==> src/afc_pkg.sv <==
// Package for the airfoil station block: fixed-point constants, station tables,
// and the rounding/saturation helpers shared by the datapath.
// No dependencies.
package afc_pkg;

  // Geometry and number format
  localparam int POINTS      = 128;
  localparam int IDX_W       = 7;
  localparam int LAST        = POINTS - 1;
  localparam int QB          = 30;
  localparam longint QONE    = 64'sd1 <<< QB;
  localparam longint HALF_PI = 64'sd1686629713;

  // Pipeline depths of the iterative units
  localparam int DIV_STAGES  = 31;
  localparam int SQRT_STAGES = 32;

  // Thickness polynomial coefficients (times five, Q30)
  localparam longint C_SQRT = 64'sd1593969738;
  localparam longint C_X1   = -64'sd676457349;
  localparam longint C_X2   = -64'sd1887638127;
  localparam longint C_X3   = 64'sd1526324003;
  localparam longint C_X4   = -64'sd544923976;

  // Horner denominators of the cosine series, (2k-1)(2k) in Q30
  localparam longint COS_DEN1 = QONE * 64'sd2;
  localparam longint COS_DEN2 = QONE * 64'sd12;
  localparam longint COS_DEN3 = QONE * 64'sd30;
  localparam longint COS_DEN4 = QONE * 64'sd56;
  localparam longint COS_DEN5 = QONE * 64'sd90;
  localparam longint COS_DEN6 = QONE * 64'sd132;
  localparam longint COS_DEN7 = QONE * 64'sd182;
  localparam longint COS_DEN8 = QONE * 64'sd240;

  // Register map
  typedef enum logic [1:0] {
    CFG_MAX_CAMBER = 2'd0,
    CFG_CAMBER_POS = 2'd1,
    CFG_THICKNESS  = 2'd2
  } cfg_reg_e;

  localparam logic [15:0] MAX_CAMBER_RST = 16'd0;
  localparam logic [15:0] CAMBER_POS_RST = 16'd26214;
  localparam logic [14:0] THICKNESS_RST  = 15'd7864;

  typedef logic [30:0]        x_tab_t    [POINTS];
  typedef logic signed [31:0] poly_tab_t [POINTS];

  // Taylor-series cosine, Q30, truncating each Horner step
  function automatic longint cos_q30(longint theta);
    longint t2;
    longint r;
    t2 = (theta * theta) >>> QB;
    r  = QONE;
    r  = QONE - (t2 * r) / COS_DEN8;
    r  = QONE - (t2 * r) / COS_DEN7;
    r  = QONE - (t2 * r) / COS_DEN6;
    r  = QONE - (t2 * r) / COS_DEN5;
    r  = QONE - (t2 * r) / COS_DEN4;
    r  = QONE - (t2 * r) / COS_DEN3;
    r  = QONE - (t2 * r) / COS_DEN2;
    r  = QONE - (t2 * r) / COS_DEN1;
    if (r < 0) r = 0;
    if (r > QONE) r = QONE;
    return r;
  endfunction

  // Bitwise integer square root
  function automatic longint unsigned isqrt64(longint unsigned v);
    longint unsigned res;
    longint unsigned bitv;
    longint unsigned rem;
    res  = 0;
    rem  = v;
    bitv = 64'd1 << 62;
    for (int k = 0; k < 32; k++) begin
      if (rem >= res + bitv) begin
        rem = rem - (res + bitv);
        res = (res >> 1) + bitv;
      end else begin
        res = res >> 1;
      end
      bitv = bitv >> 2;
    end
    return res;
  endfunction

  // Cosine-spaced station position, Q30
  function automatic longint station_pos(int i);
    longint unsigned u;
    longint unsigned th;
    u  = (longint'(i) <<< QB) / LAST;
    th = (u * longint'(HALF_PI)) >> QB;
    return QONE - cos_q30(longint'(th));
  endfunction

  function automatic x_tab_t build_x_tab();
    x_tab_t tab;
    for (int i = 0; i < POINTS; i++) begin
      tab[i] = 31'(station_pos(i));
    end
    return tab;
  endfunction

  // Thickness polynomial per station, already divided by 2^30
  function automatic poly_tab_t build_poly_tab();
    poly_tab_t tab;
    longint x;
    longint s;
    longint x2;
    longint x3;
    longint x4;
    longint poly;
    for (int i = 0; i < POINTS; i++) begin
      x    = station_pos(i);
      s    = longint'(isqrt64(longint'(x) <<< QB));
      x2   = (x * x) >>> QB;
      x3   = (x2 * x) >>> QB;
      x4   = (x2 * x2) >>> QB;
      poly = C_SQRT * s + C_X1 * x + C_X2 * x2 + C_X3 * x3 + C_X4 * x4;
      poly = poly / QONE;
      tab[i] = 32'(poly);
    end
    return tab;
  endfunction

  localparam x_tab_t    X_TAB    = build_x_tab();
  localparam poly_tab_t POLY_TAB = build_poly_tab();

  // Signed divide by 2^30, truncating toward zero
  function automatic logic signed [33:0] trunc30(logic signed [63:0] v);
    logic signed [63:0] f;
    f = v >>> QB;
    if (v[63] && (v[QB-1:0] != '0)) f = f + 64'sd1;
    return $signed(f[33:0]);
  endfunction

  // Q30 to Q16, round half up, saturate to 18 bits signed
  function automatic logic [17:0] sat_round(logic signed [33:0] v);
    logic signed [34:0] w;
    w = ($signed({v[33], v}) + 35'sd8192) >>> 14;
    if (w > 35'sd131071) w = 35'sd131071;
    if (w < -35'sd131072) w = -35'sd131072;
    return w[17:0];
  endfunction

endpackage

==> src/afc_sqrt.sv <==
// Pipelined bitwise integer square root, one result bit per stage.
// 63-bit radicand, 32-bit root. Uses afc_pkg.
module afc_sqrt (
  input  logic        clk_i,
  input  logic        en_i,
  input  logic [62:0] rad_i,
  output logic [31:0] root_o
);

  logic [63:0] v_q   [afc_pkg::SQRT_STAGES];
  logic [63:0] v_d   [afc_pkg::SQRT_STAGES];
  logic [63:0] res_q [afc_pkg::SQRT_STAGES];
  logic [63:0] res_d [afc_pkg::SQRT_STAGES];

  // Stage k tries the bit of weight 4^(31-k)
  always_comb begin
    for (int k = 0; k < afc_pkg::SQRT_STAGES; k++) begin
      logic [63:0] vs;
      logic [63:0] rs;
      logic [63:0] bitv;
      logic [63:0] trial;
      bitv = 64'd1 << (62 - 2 * k);
      if (k == 0) begin
        vs = {1'b0, rad_i};
        rs = '0;
      end else begin
        vs = v_q[k-1];
        rs = res_q[k-1];
      end
      trial = rs + bitv;
      if (vs >= trial) begin
        v_d[k]   = vs - trial;
        res_d[k] = (rs >> 1) + bitv;
      end else begin
        v_d[k]   = vs;
        res_d[k] = rs >> 1;
      end
    end
  end

  always_ff @(posedge clk_i) begin
    if (en_i) begin
      v_q   <= v_d;
      res_q <= res_d;
    end
  end

  assign root_o = res_q[afc_pkg::SQRT_STAGES-1][31:0];

endmodule

==> config.mk <==
export PLATFORM = sky130hd
export DESIGN_NAME = afc_sqrt
export DESIGN_NICKNAME = d
export VERILOG_FILES = /design/src/afc_pkg.sv /design/src/afc_sqrt.sv
export SDC_FILE = /design/constraint.sdc
export NUM_CORES = 2
export LEC_CHECK = 0
export ABC_CLOCK_PERIOD_IN_PS = 4100
export BUFFER_PORTS_ARGS = -buffer_cell sky130_fd_sc_hd__buf_2
export CAP_MARGIN = 15
export CORE_ASPECT_RATIO = 0.5
export CORE_MARGIN = 1.5
export CORE_UTILIZATION = 60
export DETAILED_ROUTE_END_ITERATION = 8
export GPL_ROUTABILITY_DRIVEN = 0
export PLACE_DENSITY = 0.88
export SLEW_MARGIN = 20
export SYNTH_ARGS = -nofsm -noshare
export SYNTH_HDL_FRONTEND = slang
export SYNTH_SLANG_ARGS = --single-unit
==> constraint.sdc <==
create_clock -name clk_i -period 4.1 [get_ports clk_i]
set_input_delay 0.615 -clock clk_i [delete_from_list [all_inputs] [get_ports clk_i]]
set_output_delay 0.615 -clock clk_i [all_outputs]
set_load 0.01 [all_outputs]
==> reports/summary.txt <==
status - finished, final reports clean
cell area after layout - 132000 µm²
DR DRC count - 0
routed len/inst - 18.8 µm
# port buffers - 96
Main synth FF type - edfxtp_1
setup tns final - 0 ns
area grow syn2layout - 9.54%
Netlist cell types - 90
Worst-Skew Late Latency - 0.89 ns
crit path kind - register to register
Final min period - 4.09 ns
clk_skew - 0.0828 ns
Die W - 637 µm
die height - 320 µm
reg-to-reg endpoint - v_q[191]
clk root buf - clkbuf_16
mapped cell area - 120000 µm²
hold path startpoint - en_i
Final Hold Fails - 0
PwrDens - 535 nW/µm²
Hold Path Depth - 1
final WL - 241000 µm
Post-CTS Setup Inserts - 0
first-pass GRT wire length - 383000 µm
initial DRC count - 6655
synthesized netlist cell count - 9673
r2r startpoint - v_q[229]
maximum clock frequency - 0.245 GHz
RSZ-0062 raised after global routing - false
most common cell after layout, fill and taps aside - edfxtp_1
worst hold endpoint - res_q[1327]
Num CTS Buffers - 211
Final ANT Viol Nets - 0
Peak VDD IR - 0.456 mV
FP Rows - 116
Max Slew Vio Count - 0
Placed Area - 125000 µm²
Starting Density - 60.3%
CP Capture Type - register
Cell Count, Final, Fillers Out - 12.8k
share of cells above drive strength 1 - 6.50%
CP Launch Type - register
Yosys reg bits - 2512
GRT Total Usage - 23.0%
final setup violation count - 0
fill count - 13.0k
largest net degree at the start of global routing - 192
actual slew at the worst max-slew pin - 1.03 ns
worst path arrival time - 4.65 ns
sum of net half-perimeters after detailed placement - 166000 µm
LEAKAGE - 49.3 nW
Syn Area/Cell - 12.5 µm²
H-tree depth - 4
total gr overflow - 0
met1 Use GR - 24.3%
Hold WS - 0.217 ns
busiest grt layer - met2
Worst EP required - 4.66 ns
register area share after synthesis - 62.6%
placed cells - 12.4k
vias in the first global route - 77.8k
depth of the most critical reg-to-reg path - 10
crit share post-route - 99.7%
synth warn - 0
clock buffer depth - 4
Final Core Density - 66.0%
CTS tree - done
Final #Nets - 10.6k
ys async rst share - 0%
DIE AREA - 204000 µm²
Ports - 97
total core area - 200000 µm²
via count - 77.8k
clk sinks - 2512
worst min-delay path class - input port to register
Clk pin slew, worst setup/hold paths - 0.07 ns
r2r setup slk - 0.01 ns
commonest non-fill, non-tap cells in the layout - 2512 x edfxtp_1, 712 x nor2_1, 688 x inv_1
number of max-cap violations - 0
met3 Resource Use GR - 3.14%
critical path peak fanout - 8
Max-slew headroom - 31.5%
drt via density - 6.08
GR Util met2 - 43.8%
initial antenna violation count - 0
Post-synth EDFFs - 2512
First-pass DRT Iterations - 9
==> layer usage <==
metal / routed length (µm) / vias up
met3: 13000 / 962
met5: 0 / -
li1: - / 36800
met1: 87200 / 36600
met4: 15400 / 0
met2: 126000 / 3518
==> cells by family after synthesis <==
group / after synthesis / share of synthesized area, %
compound gates: 1855 / 9.42
mux: 76 / 0.705
flops: 2512 / 62.6
xor+xnor: 896 / 6.51
fa+ha+maj: 556 / 5.77
buf+inv: 900 / 2.84
other cells: 1 / 0.00311
simple gates: 2877 / 12.1
==> state kept, by name (all words and copies together) (netlist names) <==
register / count
root_o: 32
res_q: 496
v_q: 1984
==> power breakdown <==
group / switching, W / total [W] / internal [W]
Sequential: 0.00236 / 0.0350 / 0.0327
Combinational: 0.00948 / 0.0162 / 0.00677
Clock: 0.00901 / 0.0193 / 0.0103
Total: 0.0208 / 0.0705 / 0.0497
==> cell type report <==
cell class	count	area (µm²)	share of cell area, %
clock inverters	122	912	0.691
flip-flops and latches	2512	75400	57.2
inverters	691	2590	1.97
clock buffers	256	5490	4.16
well taps	2655	3320	2.52
multi-input cells	6262	41700	31.6
repair buffers	311	2500	1.90
diodes	2	5.00	0.00379
==> per-stage QoR <==
step	setup slack [ns]	power [W]
after floorplan	0.577	0.0465
after global placement	0.146	0.0502
after detailed placement	0.139	0.0509
after CTS	0.116	0.0702
after global routing	0.000426	0.0736
final	0.0109	0.0705
==> synth_stat cells, types with 99 or more instances <==
cell type | n | area share, %
a21o_1 | 176 | 1.1
a21oi_1 | 670 | 2.8
clkbuf_1 | 174 | 0.54
edfxtp_1 | 2512 | 63
ha_1 | 556 | 5.8
inv_1 | 688 | 2.1
nand2_1 | 627 | 2.0
nand2b_1 | 99 | 0.51
nand3_1 | 173 | 0.72
nand4_1 | 150 | 0.78
nor2_1 | 712 | 2.2
nor3_1 | 281 | 1.2
nor4_1 | 315 | 1.6
o21ai_0 | 455 | 1.9
or3_1 | 100 | 0.52
xnor2_1 | 456 | 3.3
xor2_1 | 440 | 3.2
==> worst max-delay path: stages (launching register included) <==
cell       delay, ns
edfxtp_1        0.51
or4_1           0.63
or4_1           0.72
nand4b_1        0.41
o2111ai_1       0.34
a211oi_4        0.06
nor4_1          0.49
buf_4           0.21
and2b_1         0.20
nand2_1         0.09
xnor2_1         0.17
==> how the worst max path moves through the flow <==
stage | cells past startpoint | slack [ns] | from | endpoint
4_1_cts | 10 | 0.12 | v_q[230] | v_q[191]
6_report | 10 | 0.01 | v_q[229] | v_q[191]
3_3_place_gp | 10 | 0.15 | v_q[230] | v_q[191]
2_1_floorplan | 10 | 0.58 | v_q[669] | v_q[635]
5_1_grt | 10 | 0.0004 | v_q[230] | v_q[183]
3_5_place_dp | 10 | 0.14 | v_q[230] | v_q[191]
==> repair_timing <==
item / in CTS / in global routing
hold buffers: 63 / 0
endpoints found under the setup margin: 0 / 2
gates resized for setup: 0 / 2
hold endpoints to repair: 63 / 0
(Power assumes the default switching activity.)
